==> src/rtl/ngba_pkg.sv <==
// ----------------------------------------------------------------------------
// ngba_pkg
// Shared types and constants of the nearest-group bitmap allocator.
// ----------------------------------------------------------------------------
package ngba_pkg;

    // Field widths fixed by the item format
    localparam int GROUP_W    = 4;
    localparam int WIDX_W     = 8;
    localparam int WORD_W     = 32;
    localparam int GC_W       = 5;
    localparam int PER_W      = 14;
    localparam int ID_W       = 32;
    localparam int CFG_IDX_W  = 2;
    localparam int CFG_DATA_W = 14;
    localparam int IN_USER_W  = 2;
    localparam int IN_DATA_W  = 48;
    localparam int OUT_USER_W = 1;
    localparam int OUT_DATA_W = 32;

    // Commands
    localparam logic CMD_LOAD  = 1'b0;
    localparam logic CMD_ALLOC = 1'b1;

    // Bitmap kinds
    localparam logic KIND_BLOCK = 1'b0;
    localparam logic KIND_INODE = 1'b1;

    // Register indexes
    localparam logic [CFG_IDX_W-1:0] REG_GROUP_COUNT = 2'd0;
    localparam logic [CFG_IDX_W-1:0] REG_INODE_COUNT = 2'd1;
    localparam logic [CFG_IDX_W-1:0] REG_BLOCK_COUNT = 2'd2;

    // Register reset values
    localparam logic [GC_W-1:0]  GROUP_COUNT_RST = 5'd16;
    localparam logic [PER_W-1:0] PER_GROUP_RST   = 14'd8192;

    // Controller to datapath
    typedef struct packed {
        logic clear_step;
        logic accept;
        logic load_write;
        logic alloc_init;
        logic start_scan;
        logic scan_en;
        logic step_cand;
        logic set_bit;
        logic out_load;
    } dp_cmd_t;

    // Datapath to controller
    typedef struct packed {
        logic clear_last;
        logic cand_valid;
        logic exhausted;
        logic scan_hit;
        logic scan_done;
        logic out_free;
    } dp_status_t;

endpackage

==> src/rtl/ngba_ctrl.sv <==
// ----------------------------------------------------------------------------
// ngba_ctrl
// Sequencer of the allocator: clearing pass, load, outward group search.
// ----------------------------------------------------------------------------
module ngba_ctrl
(
    input  logic                 clk,
    input  logic                 rst_n,
    input  logic                 s_tvalid,
    input  logic                 s_cmd,
    output logic                 s_tready,
    input  ngba_pkg::dp_status_t status,
    output ngba_pkg::dp_cmd_t    cmd
);

    typedef enum logic [2:0] {
        S_CLEAR,
        S_IDLE,
        S_LOAD,
        S_INIT,
        S_CAND,
        S_SCAN,
        S_SETBIT,
        S_RESULT
    } state_t;

    state_t state_reg;
    state_t state_next;

    assign s_tready = (state_reg == S_IDLE);

    always_comb
    begin
        state_next = state_reg;
        cmd        = '0;
        case (state_reg)
            S_CLEAR:
            begin
                cmd.clear_step = 1'b1;
                if (status.clear_last)
                begin
                    state_next = S_IDLE;
                end
            end
            S_IDLE:
            begin
                if (s_tvalid)
                begin
                    cmd.accept = 1'b1;
                    state_next = (s_cmd == ngba_pkg::CMD_ALLOC) ? S_INIT : S_LOAD;
                end
            end
            S_LOAD:
            begin
                cmd.load_write = 1'b1;
                state_next     = S_RESULT;
            end
            S_INIT:
            begin
                cmd.alloc_init = 1'b1;
                state_next     = S_CAND;
            end
            S_CAND:
            begin
                if (status.exhausted)
                begin
                    state_next = S_RESULT;
                end
                else if (status.cand_valid)
                begin
                    cmd.start_scan = 1'b1;
                    state_next     = S_SCAN;
                end
                else
                begin
                    cmd.step_cand = 1'b1;
                end
            end
            S_SCAN:
            begin
                cmd.scan_en = 1'b1;
                if (status.scan_hit)
                begin
                    state_next = S_SETBIT;
                end
                else if (status.scan_done)
                begin
                    cmd.step_cand = 1'b1;
                    state_next    = S_CAND;
                end
            end
            S_SETBIT:
            begin
                cmd.set_bit = 1'b1;
                state_next  = S_RESULT;
            end
            S_RESULT:
            begin
                if (status.out_free)
                begin
                    cmd.out_load = 1'b1;
                    state_next   = S_IDLE;
                end
            end
            default:
            begin
                state_next = S_IDLE;
            end
        endcase
    end

    always_ff @(posedge clk or negedge rst_n)
    begin
        if (!rst_n)
        begin
            state_reg <= S_CLEAR;
        end
        else
        begin
            state_reg <= state_next;
        end
    end

endmodule

==> config.mk <==
export PLATFORM = sky130hd
export DESIGN_NAME = ngba_ctrl
export DESIGN_NICKNAME = d
export VERILOG_FILES = /design/src/rtl/ngba_pkg.sv /design/src/rtl/ngba_ctrl.sv
export SDC_FILE = /design/constraint.sdc
export NUM_CORES = 1
export LEC_CHECK = 0
export BUFFER_PORTS_ARGS = -buffer_cell sky130_fd_sc_hd__buf_2
export CORE_AREA = 4 4 41 43
export CTS_CLUSTER_DIAMETER = 200
export CTS_CLUSTER_SIZE = 40
export DETAILED_ROUTE_END_ITERATION = 10
export DIE_AREA = 0 0 45 47
export PLACE_DENSITY_LB_ADDON = 0.12
export SLEW_MARGIN = 10
export SYNTH_ARGS = -nofsm -noshare
export SYNTH_HDL_FRONTEND = slang
export SYNTH_SLANG_ARGS = --single-unit
==> constraint.sdc <==
create_clock -name clk -period 2.5 [get_ports clk]
set_clock_uncertainty 0.05 [all_clocks]
set_input_delay 0.25 -clock clk [delete_from_list [all_inputs] [get_ports clk]]
set_output_delay 0.25 -clock clk [all_outputs]
set_load 0.1 [all_outputs]
== After elaboration in Yosys (flattened, before gate mapping) ==
Index checks and enable logic that the tools add are counted.

* Register bits: 3
* Output and inout bits: 10
* ROM bits: 0
* Memory bits (writable): 0
* Latch bits: 0
* Bits of input ports: 10
* Logic and storage cells: 42
* Memories: 0

* Bitwise gates (word level): 0
* Add/sub/neg operators: 0
* Multiply operators: 0
* Muxes and demuxes: 26
* Equal/unequal tests: 12
* Shift-type cells: 0
* Div/mod/pow operators: 0
* $lt $le $gt $ge: 0
* Reductions and logical operators: 3

{| class="wikitable"
|+ Operators by type and width
! operator !! count
|-
| two-way mux 3 bit || 7
|-
| case mux 3 bit (7 select lines) || 1
|-
| two-way mux 1 bit || 17
|-
| equality test 3 bit, second input constant || 4
|-
| equality test 3 x 2 -> 1 bit, second input constant || 2
|-
| != test 2 bit, second input constant || 3
|-
| != test 3 bit, second input constant || 2
|-
| AND reduction 5 bit || 1
|-
| equality test 3 x 1 -> 1 bit, second input constant || 1
|-
| logical NOT 3 bit || 1
|-
| case mux 1 bit (2 select lines) || 1
|-
| OR reduction 2 bit || 1
|}

== Logic depth before layout (Yosys ltp) ==
Gate-level depths: netlist (run 1).

* Depth after elaboration: 3
* Gate-level depth with buffers: 4
* Mapped depth without buffers: 3

== Worst setup path after synthesis (run 1) ==
Ideal clock, no wire load.

* Path type: register to output
* From: register state_reg[1]
* To: output port cmd[4] in the netlist's numbering
* Path slack: -1576 ps
* Cell stages (with the launch flop): 5
* Data arrival time: 3776 ps
* Path buffers: 1
* Data required time: 2200 ps
* Cells stage by stage: dfrtp_1 buf_2 inv_1 nand2_1 nor4b_1

{| class="wikitable"
|+ RTL lines
! what !! RTL line !! source
|-
| from (decl) || ngba_ctrl.sv:27 || <nowiki>state_t state_reg;</nowiki>
|-
| from (signal assigned) || ngba_ctrl.sv:120 || <nowiki>state_reg <= state_next;</nowiki>
|-
| to (decl) || ngba_ctrl.sv:13 || <nowiki>output ngba_pkg::dp_cmd_t cmd</nowiki>
|}

==> results by stage, run 1 <==
Worst setup path:
- The number of cells on the worst reg-to-reg path is 3.
- The arrival time of data at the critical path endpoint is 1.72 ns.
- The capture point of the worst reg-to-reg path is state_reg[0].
- The startpoint type of the worst setup path is a flop.
- The master of the slowest instance on the critical path is sky130_fd_sc_hd__dfrtp_1.
- The critical path ends at cmd[7].
- The launch point of the worst reg-to-reg path is state_reg[0].
- For this run, the slowest stage of the critical path takes 0.63 ns.
- The worst setup path is captured at an output port.
- The critical-path maximum fanout is 16.
- The kind of critical path is reg -> out.
- Traced cell by cell, the critical path runs through nand2b_1, nor2_2, and2_2, buf_2.
- The most critical setup path has its startpoint at state_reg[0].
- The worst register-to-register path has a setup slack of 1.16 ns.
- The required time of the worst setup path is 2.20 ns.

Run status:
- The run finished with clean final reports.

Logic synthesis:
- Synthesis inferred 3 register bits.
- The synthesized netlist net count is 54.
- Yosys printed 0 warnings.
- The main combinational cell family by area after synthesis is simple AND/OR/NAND/NOR gates.
- The netlist area before placement is 313 µm².
- Summing the areas of all compound-gate instances in the mapped netlist gives 27.2% of the synthesized area.
- After synthesis, the cell types taking the most area are sky130_fd_sc_hd__dfrtp_1 (24%), sky130_fd_sc_hd__nor2_1 (12%), sky130_fd_sc_hd__nor3_1 (6.4%).
- The top-area cell type share of the netlist area is 24.0%.
- Summing the areas of all xor and xnor instances in the mapped netlist gives 0% of the synthesized area.
- Of the total synthesized cell area, the portion taken by full adders, half adders and majority gates is 0%.
- The proportion of synthesized chip area in sequential cells is 24.0%.
- Of all cell types, the one taking the most synthesized area is sky130_fd_sc_hd__dfrtp_1.
- In this run, distinct cell masters in the synthesized netlist total 23.
- In the synthesized netlist, mux cells make up 0% of the area.
- Dividing the synthesized area by the synthesized cell count gives 7.11 µm².
- The count of mapped cells out of synthesis is 44.
- The basic-gate share of the synthesized area counting and, or, nand and nor cells is 37.6%.

Detailed routing:
- The average wire per standard cell is 9.98 µm.
- Summing over every cut layer, the via total after detailed routing is 368.
- Dividing the detail-routed via count by the number of cells gives 4.60.
- After detailed routing, the number of remaining DRC violations is 0.
- The routed wire length is 798 µm.
- After the first detailed-routing iteration, the DRC count stood at 7.
- The first-pass detailed-route iteration total is 4.
- Once detail routing completed, the nets flagged for antenna violations numbered 0.

Clock network:
- TritonCTS built the clock tree.
- The number of H-tree levels is 1.
- The number of buffers inserted by post-CTS setup repair is 0.
- Buffers inserted during clock tree synthesis total 3.
- CTS saw 3 sinks.
- No sink is reached through more buffers than the 2 on the longest clock path.
- Clock-pin slew was measured on the worst setup and hold paths at 0.04 ns.
- After clock tree synthesis, the repair step resized 0 gates.
- The cell sitting at the root of the clock tree is a sky130_fd_sc_hd__clkbuf_4.
- The later pin in the worst-skew pair is clocked with a latency of 0.23 ns.

Cells and area:
- The repair_antennas step left the layout with diodes totalling 0.
- For this run, the post-layout net count is 76.
- The register with the most flip-flops in the layout has 3 of them.
- The most common library cell in the layout ignoring fill and taps is sky130_fd_sc_hd__buf_2.
- The area overhead of the layout relative to synthesis is 43.6%.
- In the layout the commonest cells are sky130_fd_sc_hd__buf_2 (19), sky130_fd_sc_hd__nor2_1 (9), sky130_fd_sc_hd__nor3_1 (4).
- Once layout is complete, the utilization of the core stands at 34.5%.
- The final design instance area without fill is 449 µm².
- Excluding fillers, the count of instances in the completed layout stands at 80.
- Cells with a size suffix above 1 make up 41.5% of the layout.

Global route:
- The number of antenna violations at the first check in global routing is 0.
- The wire length of the first global-routing pass is 1140 µm.
- Entering global routing, the biggest net connects 17 pins.
- The global router's overall resource usage is 7.60%.
- The number of global-route vias before repair is 301.
- The overall overflow remaining after global route is 0.

STA:
- For the finished layout, the period the worst path requires is 2.02 ns.
- Setup repair after global routing left no endpoint under its margin.
- The max-slew violation count is 0.
- The worst pin sits at a relative slew slack of 67.7%.
- The count of final setup violators is 0.
- The measured slew at the worst slew-check pin is 0.484 ns.
- The hold violation count in the final report came to 0.
- The maximum clock frequency is 495 MHz.
- The portion of the clock cycle consumed by the worst path in the final layout is 80.7%.

Placement:
- The total placed instance area is 413 µm².
- The congestion estimate from routability-driven global placement came to 0.653.
- The placed cell count is 75.
- The count of buffers from port buffering is 19.

Flow run:
- The tool flagged a number of max-cap violations equal to 0.

Floorplanning:
- The core area is 1300 µm².
- The die width is 45 µm.
- The I/O pin count is 20.
- The die is 47 µm tall.
- The floorplan die area is 2120 µm².
- The floorplan has 13 rows.
- The initial core utilization is 24.0%.

Worst hold path:
- The path class of the tightest hold or removal check is in -> async.
==> cells in the mapped netlist <==
cell	count
sky130_fd_sc_hd__nor4b_1	1
sky130_fd_sc_hd__buf_4	1
sky130_fd_sc_hd__buf_2	1
sky130_fd_sc_hd__nor2_1	10
sky130_fd_sc_hd__nand2_1	3
sky130_fd_sc_hd__o22a_1	1
sky130_fd_sc_hd__inv_1	3
sky130_fd_sc_hd__o211a_1	1
sky130_fd_sc_hd__nor3_1	4
sky130_fd_sc_hd__o32a_1	1
sky130_fd_sc_hd__and3_2	1
sky130_fd_sc_hd__or2b_1	1
sky130_fd_sc_hd__dfrtp_1	3
sky130_fd_sc_hd__a31oi_1	1
sky130_fd_sc_hd__and2_1	1
sky130_fd_sc_hd__a21oi_1	3
sky130_fd_sc_hd__a211oi_1	1
sky130_fd_sc_hd__a32o_1	1
sky130_fd_sc_hd__nand2b_1	2
sky130_fd_sc_hd__a211oi_2	1
sky130_fd_sc_hd__buf_6	1
sky130_fd_sc_hd__nor2b_1	1
sky130_fd_sc_hd__o21ai_0	1
==> kinds of logic after synthesis <==
family / count (synthesis)
compound gates: 11
buf+inv: 6
flops: 3
simple gates: 24
==> per-stage QoR <==
stage | setup WS [ns] | TNS, ns | hold WS [ns]
finish | 0.482 | 0 | 0.286
global route | 0.392 | 0 | 0.312
CTS | 0.478 | 0 | 0.277
detailed placement | 0.738 | 0 | -0.00328
global placement | 0.750 | 0 | -0.00206
floorplan | -0.464 | -1.12 | -0.0956
==> critical path: cells and delay by family (launching register included) <==
| kind | cells | cell delay (ns) |
|---|---|---|
| flip-flops | 1 | 0.63 |
| AND/OR/NAND/NOR | 3 | 0.44 |
| buffers and inverters | 1 | 0.41 |
==> worst min path at each step <==
stage	startpoint	endpoint	slack, ns
2_1_floorplan	rst_n	state_reg[0]	-0.1
5_1_grt	rst_n	state_reg[1]	0.31
3_5_place_dp	rst_n	state_reg[2]	-0.003
6_report	rst_n	state_reg[2]	0.29
4_1_cts	rst_n	state_reg[1]	0.28
3_3_place_gp	rst_n	state_reg[2]	-0.002
==> final cells by class <==
| cell class | instances | area (µm²) |
|---|---|---|
| Fill cell | 154 | 852 |
| Multi-Input combinational cell | 35 | 213 |
| Timing Repair Buffer | 20 | 105 |
| Sequential cell | 3 | 75.1 |
| Clock buffer | 4 | 26.3 |
| Tap cell | 15 | 18.8 |
| Inverter | 3 | 11.3 |
==> layer usage <==
metal	wire, µm	track usage, %
met2	368	11.6
met4	15	7.02
met5	0	0
met3	76	1.15
met1	338	9.15
==> repair_timing <==
item | 4_1_cts | 5_1_grt
hold endpoints to repair | 3 | 0
hold buffers | 1 | 0
endpoints found under the setup margin | 0 | 0
Power of run 1 is left out: the tool's default activity adds up to more than one toggle a clock period on the data nets, which glitch-free logic cannot reach.
==> run 2, diff against run 1 <==
--- a/config.mk
+++ b/config.mk
@@ -5,6 +5,7 @@
 export SDC_FILE = /design/constraint.sdc
 export NUM_CORES = 1
 export LEC_CHECK = 0
+export ABC_AREA = 1
 export BUFFER_PORTS_ARGS = -buffer_cell sky130_fd_sc_hd__buf_2
 export CORE_AREA = 4 4 41 43
 export CTS_CLUSTER_DIAMETER = 200
==> constraint.sdc (replaced) <==
create_clock -name clk -period 1.62 [get_ports clk]
set_clock_uncertainty 0.05 [all_clocks]
set_input_delay 0.162 -clock clk [delete_from_list [all_inputs] [get_ports clk]]
set_output_delay 0.162 -clock clk [all_outputs]
set_load 0.1 [all_outputs]
==> run 2 against run 1 <==
Synthesized cell count up 18%; setup slack worse by 0.50 ns; non-clock buffer count is 12 higher; the flow now finishes with violations (negative setup slack); routed wire length grew 48%; register-to-register slack worse by 0.93 ns; design area up 80%; sequential share of layout area shrank 7.0 points; flip-flop and latch count is the same; largest cell class is now buffers; critical endpoint is now cmd[2]; via count up 29%; count of clock-buffer cells in the layout unchanged.
==> results by stage, run 2 <==
Global route:
- The pin count of the biggest net entering global routing is 9 (-8).
- The wire length of the first global-routing pass is 2000 µm (+76%).
- The global router's overall resource usage came to 12.6% (+5.0 points).
- The overall overflow remaining after global route is 0 (unchanged).
- The number of global-route vias before repair was 454 (+51%).
- The number of antenna violations at the first check in global routing is 0 (unchanged).

Logic synthesis:
- The proportion of synthesized chip area in sequential cells is 22.4% (-1.6 points).
- The netlist area before placement came to 335 µm² (+7.2%).
- The prevailing post-synth register cell is sky130_fd_sc_hd__dfrtp_1.
- The number of synthesized flops with an enable pin is 0 (unchanged).
- The count of synthesis-stage warnings from yosys came to 0 (unchanged).
- By area the synthesized netlist is led by sky130_fd_sc_hd__dfrtp_1 (22%), sky130_fd_sc_hd__nand2_1 (10%), sky130_fd_sc_hd__nand3_1 (9.0%).
- The mean cell area of the mapped netlist came to 6.45 µm² (-9.3%).
- The number of library cell types mapped by synthesis is 19 (-17%).
- The synthesized netlist net count was 62 (+15%).
- The fraction of registers with async set or reset after synthesis was 100% (unchanged).
- The most numerous cell in the Yosys netlist is sky130_fd_sc_hd__nand2_1.
- The top-area cell type share of the netlist area is 22.4% (-1.6 points).
- The library cell occupying the most area in the post-synthesis netlist is sky130_fd_sc_hd__dfrtp_1.
- The count of mapped cells out of synthesis is 52 (+18%).
- The flop and latch count out of synthesis is 3 (unchanged).
- Ranked by instance count, the synthesized netlist is headed by sky130_fd_sc_hd__nand2_1 (9), sky130_fd_sc_hd__nand3_1 (6), sky130_fd_sc_hd__nor2_1 (6).

Detailed routing:
- The DRC violation count after routing came to 0 (unchanged).
- Routed signal wires occupy layers up through met4.
- The routed wire length was 1180 µm (+48%).
- The count of nets left with antenna violations after detail routing was 0 (unchanged).
- The average wire per standard cell is 11.6 µm (+16%).
- The DRC violation total after the first TritonRoute iteration came to 5 (-2).
- The detailed-route via count is 476 (+29%).
- The detailed-route vias per instance came to 4.67 (+1.4%).
- The post-route met1 wirelength is 456 µm (+35%).
- The first-pass detailed-route iteration total is 4 (unchanged).
- The met3 wire length is 91 µm (+20%).
- The total met2 wirelength after detailed routing is 624 µm (+70%).

STA:
- The measured slew at the worst slew-check pin is 0.256 ns (-0.228 ns).
- The maximum clock frequency is 612 MHz.
- The final setup slack of the worst path was -0.0148 ns (-0.497 ns).
- The max-slew headroom at the worst pin was 82.8% (+15 points).
- The count of final setup violators is 1 (+1).
- Setup repair after global routing could not meet its margin everywhere.
- The clock period minus final worst setup slack is 1.63 ns.
- The max-slew violation count is 0 (unchanged).
- The summed negative setup slack over all endpoints came to -0.0148 ns (-0.0148 ns).
- The tightest hold margin is 0.238 ns (-0.0483 ns).
- Dividing the final minimum period by the clock period gives 101%.
- The hold violation count in the final report was 0 (unchanged).

Cells and area:
- The area overhead of the layout relative to synthesis is 141%.
- The fraction of final layout cells with drive strength greater than 1 came to 64.4% (+23 points).
- The total inserted antenna cells is 0 (unchanged).
- The most common library cell in the layout ignoring fill and taps is sky130_fd_sc_hd__buf_4.
- The final layout net count is 98 (+29%).
- The flip-flop count of the largest register, all copies and words added was 3 (unchanged).
- The number of fillers in the final layout is 116 (-25%).
- The library cells used most frequently in the layout, excluding fill and tap cells, are sky130_fd_sc_hd__buf_4 (12), sky130_fd_sc_hd__buf_12 (10), sky130_fd_sc_hd__nand2_1 (9), sky130_fd_sc_hd__buf_2 (9).
- The final design instance area without fill was 808 µm² (+80%).

Run status:
- The checks that failed: negative setup slack.
- The run finished, with violations left.

Worst setup path:
- The master of the slowest instance on the critical path is sky130_fd_sc_hd__dfrtp_2.
- The depth of the worst register-to-register path is 9 (+6).
- The required time of the worst setup path came to 1.41 ns (-0.79 ns).
- The arrival time of data at the critical path endpoint is 1.42 ns (-0.30 ns).
- The capture point of the worst reg-to-reg path is state_reg[2].
- STA classifies the critical path startpoint as a flop.
- The kind of end point of the critical path is an output port.
- The register-to-register setup slack is 0.23 ns (-0.93 ns).
- The critical path goes through inv_4, nand2_4, nor2_4, inv_2, o31ai_4, buf_12.
- The critical-path maximum fanout is 4 (-12).
- The delay of the slowest cell on the worst path is 0.45 ns (-0.18 ns).
- The critical path in this run is classified as reg -> out.
- The launch point of the worst reg-to-reg path is state_reg[1].

Placement:
- The placer's final routability congestion estimate is 0.778 (+19%).
- After legalization and detailed placement, the total HPWL measured 872 µm.
- The worst-case setup slack after placement is 0.115 ns (-0.623 ns).
- The count of buffers from port buffering is 19 (unchanged).
- The total placed instance area is 684 µm² (+66%).

Floorplanning:
- The I/O pin count is 20 (unchanged).
- The cell row count is 13 (unchanged).
- The floorplan die area is 2120 µm² (unchanged).
- The die width came to 45 µm (unchanged).
- The core area is 1300 µm² (unchanged).
- The vertical die dimension is 47 µm (unchanged).
- The initial core utilization was 25.8% (+1.7 points).

Clock network:
- The clock sink count is 3 (unchanged).
- The clock tree root buffer cell is sky130_fd_sc_hd__clkbuf_4.
- The CTS buffer count was 3 (unchanged).
- The clock insertion delay at the later pin of the skew report is 0.23 ns (about the same).
- The CTS clock-pin slew for the worst setup and hold paths came to 0.04 ns (about the same).
- TritonCTS built the clock tree.
- The number of H-tree levels was 1 (unchanged).
- The maximum clock path buffer count came to 2 (unchanged).

Worst hold path:
- The path class of the tightest hold or removal check is in -> async.

Flow run:
- The number of max-cap violations is 0 (unchanged).
==> run 2: changes by cell type in the layout (fill, tap and decap cells not counted), sizes merged, moves of 2 or more <==
| cell | before | now |
|---|---|---|
| buf | 19 | 31 |
| nand2 | 3 | 12 |
| nand3 | 0 | 7 |
| inv | 3 | 9 |
| a21oi | 3 | 0 |
| a211oi | 2 | 0 |
| nand2b | 2 | 0 |
| nand4 | 0 | 2 |
| nor3 | 4 | 2 |
| o21bai | 0 | 2 |
==> run 2: timing repair <==
action	in CTS	in global routing
setup endpoints to repair	2	3
pin swaps	1	2
endpoints found under the hold margin	3	0
gates resized for setup	5	0
buffers inserted	3	7
hold buffers	1	0
==> run 2: area by class of cell <==
class,count,area (µm²),share of cell area (%)
Tap cell,15,18.8,2.32
Timing Repair Buffer,32,345,42.7
Inverter,9,41.3,5.11
Sequential cell,3,78.8,9.75
Multi-Input combinational cell,39,298,36.8
Clock buffer,4,26.3,3.25
==> run 2: layer usage <==
| layer | GRT usage (%) | vias up |
|---|---|---|
| li1 | - | 242 |
| met1 | 14.1 | 213 |
| met2 | 24.0 | 19 |
| met3 | 3.45 | 2 |
| met4 | 1.75 | 0 |
| met5 | 0 | - |
==> run 2: how the worst max path moves through the flow <==
stage | slack, ns | cells after the start | start | end
4_1_cts | -0.01 | 6 | state_reg[1] | cmd[2]
3_3_place_gp | 0.12 | 4 | state_reg[1] | cmd[4]
6_report | -0.01 | 6 | state_reg[1] | cmd[2]
5_1_grt | -0.1 | 6 | state_reg[1] | cmd[2]
3_5_place_dp | 0.12 | 4 | state_reg[1] | cmd[4]
2_1_floorplan | -0.68 | 5 | state_reg[1] | cmd[2]
==> run 2: per-stage QoR <==
| step | utilization, % | std cells |
|---|---|---|
| after floorplan | - | 52 |
| after global placement | 52.6 | 87 |
| after detailed placement | 52.6 | 87 |
| after CTS | 58.1 | 95 |
| after global routing | 62.1 | 102 |
| final | 62.1 | 102 |
==> run 2: kinds of logic (layout without fill, tap and decap cells) <==
kind of cell | after synthesis | after routing | synth area share (%)
buffers and inverters | 10 | 45 | 13.4
and+or+nand+nor | 34 | 34 | 53.7
DFF | 3 | 3 | 22.4
AOI/OAI and AO/OA | 5 | 5 | 10.4
==> run 2: worst max-delay path, delay by kind of cell, from the launching register on <==
kind / cells / cell delay, ns
simple gates: 2 / 0.15
compound gates: 1 / 0.25
flops: 1 / 0.45
buf+inv: 3 / 0.35
Power of run 2 is left out for the same reason.
==> run 3, diff against run 2 <==
--- a/config.mk
+++ b/config.mk
@@ -7,12 +7,12 @@
 export LEC_CHECK = 0
 export ABC_AREA = 1
 export BUFFER_PORTS_ARGS = -buffer_cell sky130_fd_sc_hd__buf_2
-export CORE_AREA = 4 4 41 43
+export CORE_MARGIN = 4
+export CORE_UTILIZATION = 25
 export CTS_CLUSTER_DIAMETER = 200
 export CTS_CLUSTER_SIZE = 40
 export DETAILED_ROUTE_END_ITERATION = 10
-export DIE_AREA = 0 0 45 47
-export PLACE_DENSITY_LB_ADDON = 0.12
+export PLACE_DENSITY = 0.61
 export SLEW_MARGIN = 10
 export SYNTH_ARGS = -nofsm -noshare
 export SYNTH_HDL_FRONTEND = slang
==> run 3 against run 2 <==
The run still ends with negative setup slack left; critical path depth stayed put; utilization rose by 2.8 points; first-iteration DRC count rose by 60%; non-clock buffer count shrank 5; count of clock-buffer cells in the layout stayed put.
==> results by stage, run 3 (same netlist as run 2, synthesis figures left out) <==
Cells and area:
- The number of fillers in the final layout came to 107 (-7.8%).
- The sequential cell area in the final layout is 78.8 µm² (unchanged).
- The fraction of final layout cells with drive strength greater than 1 is 62.2% (-2.2 points).
- The post-route core utilization was 64.9% (+2.8 points).
- The library cells used most frequently in the layout, excluding fill and tap cells, are sky130_fd_sc_hd__buf_12 (10), sky130_fd_sc_hd__nand2_1 (9), sky130_fd_sc_hd__buf_2 (9), sky130_fd_sc_hd__buf_4 (7).
- The final layout net count is 93 (-5.1%).
- The most common library cell in the layout ignoring fill and taps is sky130_fd_sc_hd__buf_12.
- The total inserted antenna cells is 0 (unchanged).
- The flip-flop count of the largest register, all copies and words added is 3 (unchanged).
- The final non-filler cell total came to 96 (-5.9%).
- The area overhead of the layout relative to synthesis is 129%.
- The area of the multi-input gates came to 298 µm² (unchanged).
- The final design instance area without fill is 769 µm² (-4.8%).

Worst setup path:
- The depth of the worst register-to-register path is 9 (unchanged).
- The required time of the worst setup path came to 1.41 ns (about the same).
- The critical-path maximum fanout came to 3 (-1).
- The startpoint identified for the worst register-to-register timing path is state_reg[1].
- The total buffers and inverters traversed by the critical path is 3 (unchanged).
- The kind of critical path is reg -> out.
- The startpoint type of the worst setup path is a flop.
- The register-to-register setup slack is 0.26 ns (+0.03 ns).
- The kind of end point of the critical path is an output port.
- The delay of the slowest cell on the worst path is 0.44 ns (about the same).
- The master of the slowest instance on the critical path is sky130_fd_sc_hd__dfrtp_2.
- The largest delay contributor family on the critical path is flip-flops.
- Walking the worst path, the cells encountered are inv_4, nand2_4, nor2_4, inv_2, o31ai_4, buf_12.
- The arrival time of data at the critical path endpoint is 1.42 ns (about the same).
- The capture point of the worst reg-to-reg path is state_reg[1].

Clock network:
- The CTS buffer count is 3 (unchanged).
- The maximum clock path buffer count is 2 (unchanged).
- The CTS clock-pin slew for the worst setup and hold paths is 0.04 ns (about the same).
- The clock insertion delay at the later pin of the skew report was 0.23 ns (about the same).
- CTS placed an instance of sky130_fd_sc_hd__clkbuf_4 at the clock tree root.
- TritonCTS built the clock tree.
- The clock sink count was 3 (unchanged).
- The number of H-tree levels is 1 (unchanged).

STA:
- The maximum clock frequency came to 614 MHz (+0.42%).
- The max-slew headroom at the worst pin was 82.1% (-0.72 points).
- The measured slew at the worst slew-check pin is 0.267 ns (+0.0107 ns).
- The summed negative setup slack over all endpoints is -0.00794 ns (+0.00691 ns).
- The hold violation count in the final report is 0 (unchanged).
- The clock period minus final worst setup slack is 1.63 ns (-0.00691 ns).
- Setup repair after global routing could not meet its margin everywhere.
- The max-slew violation count is 0 (unchanged).
- The final setup slack of the worst path is -0.00794 ns (+0.00691 ns).
- The portion of the clock cycle consumed by the worst path in the final layout is 100% (-0.43 points).
- The count of final setup violators is 1 (unchanged).

Floorplanning:
- The core area was 1190 µm² (-8.8%).
- The vertical die dimension is 44.6 µm (-5.1%).
- The cell row count is 12 (-1).
- The I/O pin count is 20 (unchanged).
- The floorplan die area is 1990 µm² (-5.8%).
- The initial core utilization is 28.3% (+2.5 points).
- The die width is 44.6 µm (-0.83%).

Global route:
- The wire length of the first global-routing pass is 1990 µm (-0.70%).
- The number of antenna violations at the first check in global routing is 0 (unchanged).
- The pin count of the biggest net entering global routing is 9 (unchanged).
- The number of global-route vias before repair is 468 (+3.1%).
- The overall overflow remaining after global route is 0 (unchanged).
- The global router's overall resource usage is 13.7% (+1.1 points).

Placement:
- The placed cell count is 85 (-2.3%).
- The count of buffers from port buffering is 19 (unchanged).
- The placer's final routability congestion estimate is 0.718 (-7.7%).
- The placed wire-length estimate after detailed placement is 889 µm (+1.9%).
- The total placed instance area is 676 µm² (-1.3%).

Detailed routing:
- The average wire per standard cell is 12.2 µm (+5.4%).
- The DRC violation count after routing is 0 (unchanged).
- The detailed-route vias per instance is 4.82 (+3.3%).
- The first-pass detailed-route iteration total was 4 (unchanged).
- The count of nets left with antenna violations after detail routing was 0 (unchanged).
- The detailed-route via count came to 463 (-2.7%).
- The routed wire length is 1170 µm (-0.85%).
- The DRC violation total after the first TritonRoute iteration is 8 (+3).

Worst hold path:
- The class of the most critical hold timing path is in -> async.

Run status:
- The checks that failed: negative setup slack.
- The flow ran to the end, but the final reports show violations.

Flow run:
- The number of max-cap violations is 0 (unchanged).
run 3: worst max path at each step:
stage	slack, ns	end	startpoint	cells past startpoint
after global placement	0.16	cmd[4]	state_reg[0]	4
after detailed placement	0.11	cmd[4]	state_reg[0]	4
after global routing	-0.05	cmd[2]	state_reg[1]	6
after floorplan	-0.68	cmd[2]	state_reg[1]	5
final	-0.008	cmd[2]	state_reg[1]	6
after CTS	-0.01	cmd[4]	state_reg[0]	4
run 3: routing by layer:
| layer | global-route usage (%) | vias up | wire length, µm |
|---|---|---|---|
| li1 | - | 230 | - |
| met1 | 15.8 | 213 | 444 |
| met2 | 20.9 | 18 | 616 |
| met3 | 3.25 | 2 | 92 |
| met4 | 11.4 | 0 | 17 |
| met5 | 0 | - | 0 |
run 3: metrics by stage:
step	hold slack, ns	worst slack [ns]
after floorplan	-0.184	-0.676
after global placement	-0.0900	0.157
after detailed placement	-0.0902	0.109
after CTS	0.209	-0.0112
after global routing	0.230	-0.0521
final	0.205	-0.00794
run 3: worst register-to-register path: cells and delay by family (launching register included):
kind | cells | cell delay, ns
and+or+nand+nor | 7 | 0.52
DFF | 1 | 0.44
buffers and inverters | 2 | 0.22
run 3: timing repair:
action	4_1_cts	5_1_grt
gates resized for setup	4	1
pin swaps	1	2
endpoints found under the hold margin	3	0
endpoints found under the setup margin	2	6
hold buffers	1	0
gates cloned	0	0
setup buffers	4	2
run 3: cell type report:
class	instances	area share [%]
multi-input cells	39	38.7
well taps	14	2.28
clock buffers	4	3.41
repair buffers	27	40.0
inverters	9	5.37
flip-flops and latches	3	10.2
Power of run 3 is left out for the same reason.
